$ cat src/design/sem_pkg.sv
// Shared widths, tap indexes and lane control type for the Sobel edge magnitude block.
package sem_pkg;

   localparam int PIXEL_W    = 24;               // one packed RGB pixel
   localparam int CHAN_W     = 8;                // one color channel
   localparam int NUM_CH     = 3;                // blue, green, red lanes
   localparam int NUM_WIN    = 9;                // pixels in the 3x3 window
   localparam int NUM_TAPS   = 8;                // window pixels with nonzero weight
   localparam int GRAD_W     = 11;               // signed gradient, -1020..1020
   localparam int SQ_W       = 20;               // square of a gradient
   localparam int SUM_W      = SQ_W + 1;         // gx^2 + gy^2
   localparam int EDGE_W     = 8;                // result width
   localparam int REM_W      = 2 * EDGE_W;       // radicand that still yields an unclipped root
   localparam int ROOT_W     = REM_W;            // partial root during the digit steps
   localparam int ROOT_STEPS = EDGE_W;           // one root bit per step
   localparam int NUM_STAGES = 3 + ROOT_STEPS;   // gradient, square, sum, root steps

   localparam logic [EDGE_W-1:0] EDGE_MAX = {EDGE_W{1'b1}};

   // Tap order inside a lane window (center pixel carries no weight)
   localparam int TAP_TL = 0;
   localparam int TAP_TM = 1;
   localparam int TAP_TR = 2;
   localparam int TAP_ML = 3;
   localparam int TAP_MR = 4;
   localparam int TAP_BL = 5;
   localparam int TAP_BM = 6;
   localparam int TAP_BR = 7;

   typedef logic [NUM_TAPS-1:0][CHAN_W-1:0] taps_type;

   typedef struct packed {
      logic                  grad_en;
      logic                  sq_en;
      logic                  sum_en;
      logic [ROOT_STEPS-1:0] root_en;
   } lane_ctrl_type;

endpackage

$ cat src/design/sobel_edge_magnitude_rgb.sv
// Top level of the Sobel edge magnitude block over one 3x3 RGB window.
//
// Each accepted beat carries a full 3x3 window of 24-bit RGB pixels and yields
// exactly one result beat: the largest per-channel Sobel magnitude
// floor(sqrt(gx^2 + gy^2)), saturated to 255, with rsp_tuser set when the
// true magnitude exceeded 255. Three channel lanes run side by side and a
// merge stage takes their maximum. The block sustains one beat per clock while
// the output is taken; an accepted beat passes the gradient, square, sum and
// eight root-digit stages in each lane, then the merge register. The root
// digit stages set the depth: one root bit is resolved per stage. Every stage
// holds its beat only while the stage after it is full and stalled, so the
// pipeline keeps taking beats while a result waits at the output. The block
// holds no state across windows; the center pixel does not affect the result.
module sobel_edge_magnitude_rgb
   import sem_pkg::*;
(
   input  logic                       clock,
   input  logic                       reset,
   input  logic                       req_tvalid,
   output logic                       req_tready,
   // top_left, top_mid, top_right, mid_left, center, mid_right,
   // bottom_left, bottom_mid, bottom_right; 24 bits each, lowest first
   input  logic [NUM_WIN*PIXEL_W-1:0] req_tdata,
   output logic                       rsp_tvalid,
   input  logic                       rsp_tready,
   // edge_value [7:0]
   output logic [EDGE_W-1:0]          rsp_tdata,
   // clipped [0]
   output logic                       rsp_tuser
);

   // window position of each lane tap in req_tdata
   localparam int WIN_POS [NUM_TAPS] = '{0, 1, 2, 3, 5, 6, 7, 8};

   logic [NUM_STAGES-1:0] valid_ff, valid_in;
   logic [NUM_STAGES:0]   ready;
   logic                  out_valid_ff, out_valid_in;
   lane_ctrl_type         ctrl;

   logic [NUM_CH-1:0][EDGE_W-1:0] lane_root;
   logic [NUM_CH-1:0]             lane_clip;
   taps_type                      lane_taps [NUM_CH];

   // a stage may load when it is empty or its contents move on this cycle
   always_comb begin
      ready[NUM_STAGES] = !out_valid_ff || rsp_tready;
      for (int k = NUM_STAGES - 1; k >= 0; k--) begin
         ready[k] = !valid_ff[k] || ready[k+1];
      end
   end

   assign req_tready = ready[0];

   always_comb begin
      valid_in     = valid_ff;
      out_valid_in = out_valid_ff;
      if (ready[0]) begin
         valid_in[0] = req_tvalid;
      end
      for (int k = 1; k < NUM_STAGES; k++) begin
         if (ready[k]) begin
            valid_in[k] = valid_ff[k-1];
         end
      end
      if (ready[NUM_STAGES]) begin
         out_valid_in = valid_ff[NUM_STAGES-1];
      end
   end

   always_ff @(posedge clock) begin
      if (reset) begin
         valid_ff     <= '0;
         out_valid_ff <= 1'b0;
      end else begin
         valid_ff     <= valid_in;
         out_valid_ff <= out_valid_in;
      end
   end

   // advance each lane stage together with its valid bit
   assign ctrl.grad_en = ready[0];
   assign ctrl.sq_en   = ready[1];
   assign ctrl.sum_en  = ready[2];
   assign ctrl.root_en = ready[NUM_STAGES-1:3];

   for (genvar c = 0; c < NUM_CH; c++) begin : g_lane
      for (genvar t = 0; t < NUM_TAPS; t++) begin : g_tap
         assign lane_taps[c][t] = req_tdata[WIN_POS[t]*PIXEL_W + c*CHAN_W +: CHAN_W];
      end

      sem_lane u_lane (
         .clock (clock),
         .ctrl  (ctrl),
         .taps  (lane_taps[c]),
         .root  (lane_root[c]),
         .clip  (lane_clip[c])
      );
   end

   sem_merge u_merge (
      .clock      (clock),
      .en         (ready[NUM_STAGES]),
      .roots      (lane_root),
      .clips      (lane_clip),
      .edge_ff    (rsp_tdata),
      .clipped_ff (rsp_tuser)
   );

   assign rsp_tvalid = out_valid_ff;

   // a clipped result always reads as full scale
   a_clip_full : assert property (@(posedge clock) disable iff (reset)
      rsp_tvalid && rsp_tuser |-> rsp_tdata == EDGE_MAX)
      else $error("clipped result is not full scale");

   // input stalls only when the output holds a beat that is not taken
   a_stall_cause : assert property (@(posedge clock) disable iff (reset)
      !req_tready |-> rsp_tvalid && !rsp_tready)
      else $error("input stalled without output backpressure");

   // an accepted beat lands in the first stage
   a_accept_load : assert property (@(posedge clock) disable iff (reset)
      req_tvalid && req_tready |=> valid_ff[0])
      else $error("accepted beat lost at first stage");

   // a beat leaving the last lane stage reaches the output register
   a_drain_out : assert property (@(posedge clock) disable iff (reset)
      valid_ff[NUM_STAGES-1] && ready[NUM_STAGES] |=> rsp_tvalid)
      else $error("beat lost at merge stage");

endmodule

$ cat src/design/sem_root_step.sv
// One registered digit step of the restoring integer square root.
module sem_root_step
   import sem_pkg::*;
#(
   parameter int STEP = 0
) (
   input  logic              clock,
   input  logic              en,
   input  logic [REM_W-1:0]  rem_prev,
   input  logic [ROOT_W-1:0] root_prev,
   input  logic              clip_prev,
   output logic [REM_W-1:0]  rem_ff,
   output logic [ROOT_W-1:0] root_ff,
   output logic              clip_ff
);

   localparam logic [ROOT_W-1:0] STEP_BIT = ROOT_W'(1) << (2 * (ROOT_STEPS - 1 - STEP));

   logic [ROOT_W:0]   trial;
   logic [REM_W-1:0]  rem_in;
   logic [ROOT_W-1:0] root_in;

   always_comb begin
      trial = {1'b0, root_prev} + {1'b0, STEP_BIT};
      if ({1'b0, rem_prev} >= trial) begin
         rem_in  = rem_prev - trial[REM_W-1:0];
         root_in = (root_prev >> 1) + STEP_BIT;
      end else begin
         rem_in  = rem_prev;
         root_in = root_prev >> 1;
      end
   end

   always_ff @(posedge clock) begin
      if (en) begin
         rem_ff  <= rem_in;
         root_ff <= root_in;
         clip_ff <= clip_prev;
      end
   end

endmodule

$ cat src/design/sem_lane.sv
// One color lane: Sobel gradients, squares, sum and pipelined square root.
module sem_lane
   import sem_pkg::*;
(
   input  logic                clock,
   input  lane_ctrl_type       ctrl,
   input  taps_type            taps,
   output logic [EDGE_W-1:0]   root,
   output logic                clip
);

   logic signed [GRAD_W-1:0] gx_in, gy_in, gx_ff, gy_ff;
   logic [SQ_W-1:0]          sqx_ff, sqy_ff;
   logic signed [2*GRAD_W-1:0] sqx_full, sqy_full;
   logic [SUM_W-1:0]         sum_in;
   logic [REM_W-1:0]         rem_ff;
   logic                     big_ff;

   logic [REM_W-1:0]  rem_chain  [ROOT_STEPS+1];
   logic [ROOT_W-1:0] root_chain [ROOT_STEPS+1];
   logic              clip_chain [ROOT_STEPS+1];

   function automatic logic signed [GRAD_W-1:0] ext(input logic [CHAN_W-1:0] v);
      ext = $signed({{(GRAD_W - CHAN_W){1'b0}}, v});
   endfunction

   // gx: rows {1,0,-1},{2,0,-2},{1,0,-1}; gy: rows {1,2,1},{0,0,0},{-1,-2,-1}
   always_comb begin
      gx_in = (ext(taps[TAP_TL]) - ext(taps[TAP_TR]))
            + ((ext(taps[TAP_ML]) - ext(taps[TAP_MR])) <<< 1)
            + (ext(taps[TAP_BL]) - ext(taps[TAP_BR]));
      gy_in = (ext(taps[TAP_TL]) + (ext(taps[TAP_TM]) <<< 1) + ext(taps[TAP_TR]))
            - (ext(taps[TAP_BL]) + (ext(taps[TAP_BM]) <<< 1) + ext(taps[TAP_BR]));
   end

   assign sqx_full = gx_ff * gx_ff;
   assign sqy_full = gy_ff * gy_ff;
   assign sum_in   = {1'b0, sqx_ff} + {1'b0, sqy_ff};

   always_ff @(posedge clock) begin
      if (ctrl.grad_en) begin
         gx_ff <= gx_in;
         gy_ff <= gy_in;
      end
      if (ctrl.sq_en) begin
         sqx_ff <= sqx_full[SQ_W-1:0];
         sqy_ff <= sqy_full[SQ_W-1:0];
      end
      // a radicand at or above 2^16 roots past 255: flag it, root the low bits
      if (ctrl.sum_en) begin
         rem_ff <= sum_in[REM_W-1:0];
         big_ff <= |sum_in[SUM_W-1:REM_W];
      end
   end

   assign rem_chain[0]  = rem_ff;
   assign root_chain[0] = '0;
   assign clip_chain[0] = big_ff;

   for (genvar s = 0; s < ROOT_STEPS; s++) begin : g_step
      sem_root_step #(
         .STEP (s)
      ) u_step (
         .clock     (clock),
         .en        (ctrl.root_en[s]),
         .rem_prev  (rem_chain[s]),
         .root_prev (root_chain[s]),
         .clip_prev (clip_chain[s]),
         .rem_ff    (rem_chain[s+1]),
         .root_ff   (root_chain[s+1]),
         .clip_ff   (clip_chain[s+1])
      );
   end

   assign root = root_chain[ROOT_STEPS][EDGE_W-1:0];
   assign clip = clip_chain[ROOT_STEPS];

endmodule

$ cat src/design/sem_merge.sv
// Merge stage: largest lane magnitude, saturated, into the output register.
module sem_merge
   import sem_pkg::*;
(
   input  logic                         clock,
   input  logic                         en,
   input  logic [NUM_CH-1:0][EDGE_W-1:0] roots,
   input  logic [NUM_CH-1:0]            clips,
   output logic [EDGE_W-1:0]            edge_ff,
   output logic                         clipped_ff
);

   logic [EDGE_W-1:0] best;
   logic [EDGE_W-1:0] edge_in;

   always_comb begin
      best = roots[0];
      for (int c = 1; c < NUM_CH; c++) begin
         if (roots[c] > best) begin
            best = roots[c];
         end
      end
      edge_in = (|clips) ? EDGE_MAX : best;
   end

   always_ff @(posedge clock) begin
      if (en) begin
         edge_ff    <= edge_in;
         clipped_ff <= |clips;
      end
   end

endmodule

$ cat config.mk
export PLATFORM = sky130hd
export DESIGN_NAME = sobel_edge_magnitude_rgb
export DESIGN_NICKNAME = d
export VERILOG_FILES = /design/src/design/sem_pkg.sv /design/src/design/sobel_edge_magnitude_rgb.sv /design/src/design/sem_root_step.sv /design/src/design/sem_lane.sv /design/src/design/sem_merge.sv
export SDC_FILE = /design/constraint.sdc
export NUM_CORES = 2
export LEC_CHECK = 0
export ABC_AREA = 1
export BUFFER_PORTS_ARGS = -buffer_cell sky130_fd_sc_hd__buf_4
export CAP_MARGIN = 20
export CORE_UTILIZATION = 57
export DETAILED_ROUTE_END_ITERATION = 10
export GPL_TIMING_DRIVEN = 0
export HOLD_SLACK_MARGIN = 0.02
export PLACE_DENSITY_LB_ADDON = 0.2
export REMOVE_ABC_BUFFERS = 1
export SLEW_MARGIN = 20
export SYNTH_ARGS = -nofsm -noshare
export SYNTH_HDL_FRONTEND = slang
export SYNTH_SLANG_ARGS = --single-unit
export TNS_END_PERCENT = 5
$ cat constraint.sdc
create_clock -name clock -period 8.8 [get_ports clock]
set_input_delay 1.76 -clock clock [delete_from_list [all_inputs] [get_ports clock]]
set_output_delay 1.76 -clock clock [all_outputs]
set_load 0.01 [all_outputs]
Word-level counts from Yosys, hierarchy flattened:

Cells that the tools add are included.
W data, S select, Z words.

* $mul: 6
* mux-type cells: 47
* reduce and logical (&&, ||, !) cells: 28
* magnitude comparators: 26
* $add $sub $neg: 96

Operators with widths (count)
* $ge A16 B17 Y1: 21
* $mux W16: 21
* $mux W15: 21
* $sub A16 B16 Y16: 18
* $mul A11 B11 Y20: 6
* $sub A8 B8 Y9: 9
* $add A11 B11 Y11: 6
* $add A11 B9 Y11: 6
* $add A20 B20 Y21: 3
* $add A8 B9 Y10: 6
* $add A16 B1 Y17 const B: 3
* $add A16 B11 Y17 const B: 3
* $add A16 B13 Y17 const B: 3
* $add A16 B3 Y17 const B: 3
* $add A16 B5 Y17 const B: 3
* $add A16 B7 Y17 const B: 3
* $add A16 B9 Y17 const B: 3
* $add A15 B11 Y16 const B: 3
* $add A15 B13 Y16 const B: 3
* $add A15 B3 Y16 const B: 3
* $add A15 B5 Y16 const B: 3
* $add A15 B7 Y16 const B: 3
* $add A15 B9 Y16 const B: 3
* $ge A16 B15 Y1 const B: 3
* other kinds (9): 44

* register bits: 978
* input port bits: 220
* output and inout bits: 11
* word-level logic and storage cells: 322

Depth between registers and ports, before layout:

* word-level depth: 13
* mapped depth: 25
* depth with buffers taken out: 24

Hierarchy:

A second synthesis with hierarchy kept.

* cells, all modules: 13999
* area, all modules: 109138.4 µm²

Modules (own cells, without submodules)
* sem_lane (g_lane[2].u_lane): area an instance 14386.3 µm², times used 1, cells each 1717, seq. area each 2312.2 µm²
* sem_lane (g_lane[0].u_lane): area an instance 14351.3 µm², times used 1, cells each 1682, seq. area each 2312.2 µm²
* sem_lane (g_lane[1].u_lane): area an instance 14221.1 µm², times used 1, cells each 1664, seq. area each 2312.2 µm²
* sem_root_step (g_lane[0].u_lane.g_step[4].u_step ...): area an instance 2647.5 µm², times used 3, cells each 346, seq. area each 991.0 µm²
* sem_root_step (g_lane[0].u_lane.g_step[3].u_step ...): area an instance 2621.3 µm², times used 3, cells each 351, seq. area each 991.0 µm²
* sem_root_step (g_lane[0].u_lane.g_step[2].u_step ...): area an instance 2544.9 µm², times used 3, cells each 339, seq. area each 991.0 µm²
* sem_root_step (g_lane[0].u_lane.g_step[1].u_step ...): area an instance 2461.1 µm², times used 3, cells each 322, seq. area each 991.0 µm²
* sem_root_step (g_lane[0].u_lane.g_step[0].u_step ...): area an instance 2356.0 µm², times used 3, cells each 310, seq. area each 991.0 µm²
* sem_root_step (g_lane[0].u_lane.g_step[7].u_step ...): area an instance 3081.7 µm², times used 2, cells each 432, seq. area each 991.0 µm²
* sem_root_step (g_lane[0].u_lane.g_step[6].u_step ...): area an instance 2917.8 µm², times used 2, cells each 415, seq. area each 991.0 µm²
* sem_root_step (g_lane[0].u_lane.g_step[5].u_step ...): area an instance 2800.2 µm², times used 2, cells each 378, seq. area each 991.0 µm²
* sem_root_step (g_lane[2].u_lane.g_step[7].u_step): area an instance 3324.4 µm², times used 1, cells each 475, seq. area each 991.0 µm²
* sem_root_step (g_lane[2].u_lane.g_step[6].u_step): area an instance 2942.8 µm², times used 1, cells each 429, seq. area each 991.0 µm²
* sem_root_step (g_lane[2].u_lane.g_step[5].u_step): area an instance 2836.5 µm², times used 1, cells each 377, seq. area each 991.0 µm²
* 2 more rows

Worst setup path before layout:

No wires, ideal clock.

* path type: in2out
* from: input rsp_tready
* to: output req_tready
* arrival time: 6.541 ns
* stages on the path: 6
* data required time: 7.040 ns
* setup slack: 0.499 ns
* path buffers: 0
* path through: inv_1 > nand4_2 > nor3_2 > nand4_2 > nor2_4 > nand4_2

RTL lines
* from (decl): line sobel_edge_magnitude_rgb.sv:25 `input logic rsp_tready,`
* to (decl): line sobel_edge_magnitude_rgb.sv:20 `output logic req_tready,`

==> impl_metrics.ini <==
[status]
status = complete, but fails checks
violations = design-rule violations

[synth]
synth_edf_count = 708
synth-seq-cells = 720
netlist_area_um2 = 65950
syn_inst = 6959
synth_flop_cell = edfxtp_1
ys_warn_count = 0
yosysSeqAreaShare_pct = 32.60
synth_top_cells_by_area = edfxtp_1 (32%), fa_1 (20%), ha_1 (12%)
yosys.cell_types.count = 62
avgSynthCellArea_um2 = 9.478
synth.top_cell.area_share_pct = 32.23
synth_top_area_cell = edfxtp_1
synthArstFlopShare_pct = 0

[detailed_routing]
drt_iter0_drc = 2074
postRouteAntennaNets = 0
routed_wl_um = 118500
dr.pass1.iters = 8
vias = 43930
drc = 10
viasPerCell = 5.025
routedWlPerCell_um = 13.56

[cts]
cts_buffer_depth = 3
htreeDepth = 3
cts_tree = done
holdBufCountCts = 0
cts.sinks = 720
cts_resized = 0
postCtsSetupRepairBufs = 0
cts_made_buffers = 79
insertion_delay_ns = 0.64
cts_root_buffer = clkbuf_16
clk_pin_slew_ns = 0.06

[floorplan]
num_rows = 124
pin_count = 231
coreArea_um2 = 114500
die_w_um = 342.2
die_y_um = 342.2
die-area_um2 = 117100
start_util_pct = 57.60

[finish]
antennaDiodeCount = 0
multi_input_area_um2 = 37310
final_layout_size_suffix_gt1_share_pct = 6.721
syn_to_final_growth_pct = 9.055
n_fill_cell = 9441
layout_commonest_cell = inv_1
fin_nets = 8675
regArea_um2 = 21500
stdcell_count = 8743
final_cell_mix = inv_1 (1787), nand2_1 (1174), edfxtp_1 (708), fa_1 (660), ha_1 (628)
final_core_util_pct = 62.82

[sta]
fmax_ghz = 0.1555
tightestPinTransition_ns = 0.9289
timing.final.crit_share_pct = 73.06
worst_slack_ns = 2.371
holdWs_ns = 0.4147
final_hold_viol_count = 0
max-slew-margin-rel_pct = 37.66
fin_skew_ns = 0.03173
report.final.slew_viol_count = 0
rsz0062_at_grt = false
setup-violations-final = 0
layout_min_cycle_time_ns = 6.429

[place]
globalplace.congestion = 0.8991
io_buffers = 206
dp.cells = 8598
place_hpwl_um = 99090
dp_slack_ns = 2.301

[min_path]
min_path_type = reg2reg
hold_start = g_lane[0].u_lane.rem_ff[6]$_DFFE_PP_

[critical_path]
critPathRequiredTime_ns = 7.04
worst_setup_path_start_kind = input port
critical_path.top_delay_family = simple AND/OR/NAND/NOR gates
crit_top_cell = nand4_4
crit_chain = buf_4, inv_1, nand4_4, nor3_2, nand4_4, nor2_4, nand4_4, buf_12, buf_12, buf_4
path_class = in2out
end_kind = primary output
crit_slowest_cell = nor3_2
cpPeakStageDelay_ns = 0.53
worstPathBufferInverterCount = 5
rr_startpoint = g_lane[1].u_lane.gy_ff[2]$_DFFE_PP_
crit_fanout = 36
crit_path_start = rsp_tready
crit_arrival_ns = 4.67

[grt]
track_usage_pct = 21.17
grt_pass1_wl_um = 206200
antenna_found_initial = 0
gr-total-overflow = 0
grt_max_degree = 65
grt_pass1_vias = 45230

[job]
drv_cap = 0
## metrics by stage
step	area, µm²	TNS, ns
after detailed placement	69210	0
final	71930	0
after global placement	68940	-184.30
after CTS	71930	0
after global routing	71930	0
after floorplan	65510	0
## cell type report
class	instances	share of cell area (%)
inverter	1796	9.401
clock buffer	96	2.966
clock inverter	49	0.8054
timing repair buffer	216	2.439
sequential	720	29.89
tap	1512	2.630
multi-input combinational	4354	51.87
## cell families after synthesis
kind of cell | share of synthesized area, %
adders and majority gates | 31.95
AOI/OAI and AO/OA | 6.239
buffers and inverters | 10.92
muxes | 0.01707
and+or+nand+nor | 12.48
DFF | 32.60
xor gates and xnor gates | 5.799
## layer usage
metal,GRT usage [%],wire length [µm],vias up
met5,0,0,-
met4,5.311,2626,0
met3,2.425,4148,177
met2,38.24,60050,695
met1,26.94,51710,20830
li1,-,-,22230
## cells in the mapped netlist, types with 12 or more instances
library cell  instances
a21o_1               28
a21oi_1             348
a21oi_2              15
a31oi_1              12
clkbuf_1             73
dfxtp_1              12
edfxtp_1            708
fa_1                660
ha_1                628
inv_1              1791
nand2_1            1176
nand2_2              18
nand3_1             208
nand3b_1             15
nand4_1              41
nor2_1              287
nor3_1               63
nor4_1               36
o211ai_1             22
o21a_1               14
o21ai_0             132
o21ai_1              29
o21ai_2              22
o21bai_1             32
or2_2                30
xnor2_1             154
xor2_1              279
## state kept, by name, summed over array words and instances (netlist names)
name,count
g_lane.u_lane.big_ff,3
g_lane.u_lane.g_step.u_step.clip_ff,24
g_lane.u_lane.g_step.u_step.rem_ff,336
g_lane.u_lane.g_step.u_step.root_ff,108
g_lane.u_lane.gx_ff,33
g_lane.u_lane.gy_ff,33
g_lane.u_lane.rem_ff,48
g_lane.u_lane.sqx_ff,57
g_lane.u_lane.sqy_ff,57
rsp_tvalid,1
u_merge.clipped_ff,1
u_merge.edge_ff,8
valid_ff,11
## worst paths after layout
path | cells after the start | slack [ns] | endpoint
setup / recovery | 10 | 2.37 | req_tready
hold / removal | 0 | 0.41 | g_lane[0].u_lane.g_step[0].u_step.rem_ff[6]$_DFFE_PP_
setup reg to reg | 20 | 2.91 | g_lane[1].u_lane.sqy_ff[19]$_DFFE_PP_
hold reg to reg | 0 | 0.41 | g_lane[0].u_lane.g_step[0].u_step.rem_ff[6]$_DFFE_PP_
## worst register-to-register path: stages (launching register included)
cell	delay, ns
edfxtp_1	0.61
nand2_1	0.21
inv_1	0.10
fa_1	0.67
inv_1	0.17
fa_1	0.58
inv_1	0.07
fa_1	0.55
inv_1	0.06
fa_1	0.50
fa_1	0.61
inv_1	0.06
ha_1	0.35
inv_1	0.10
o21bai_1	0.08
a31oi_1	0.16
o21ai_0	0.10
a21oi_1	0.33
inv_1	0.08
nand3_1	0.09
nand2_1	0.13
Power is not shown: default switching activity piles up to over one toggle a cycle in this logic, so the estimate is an artifact.
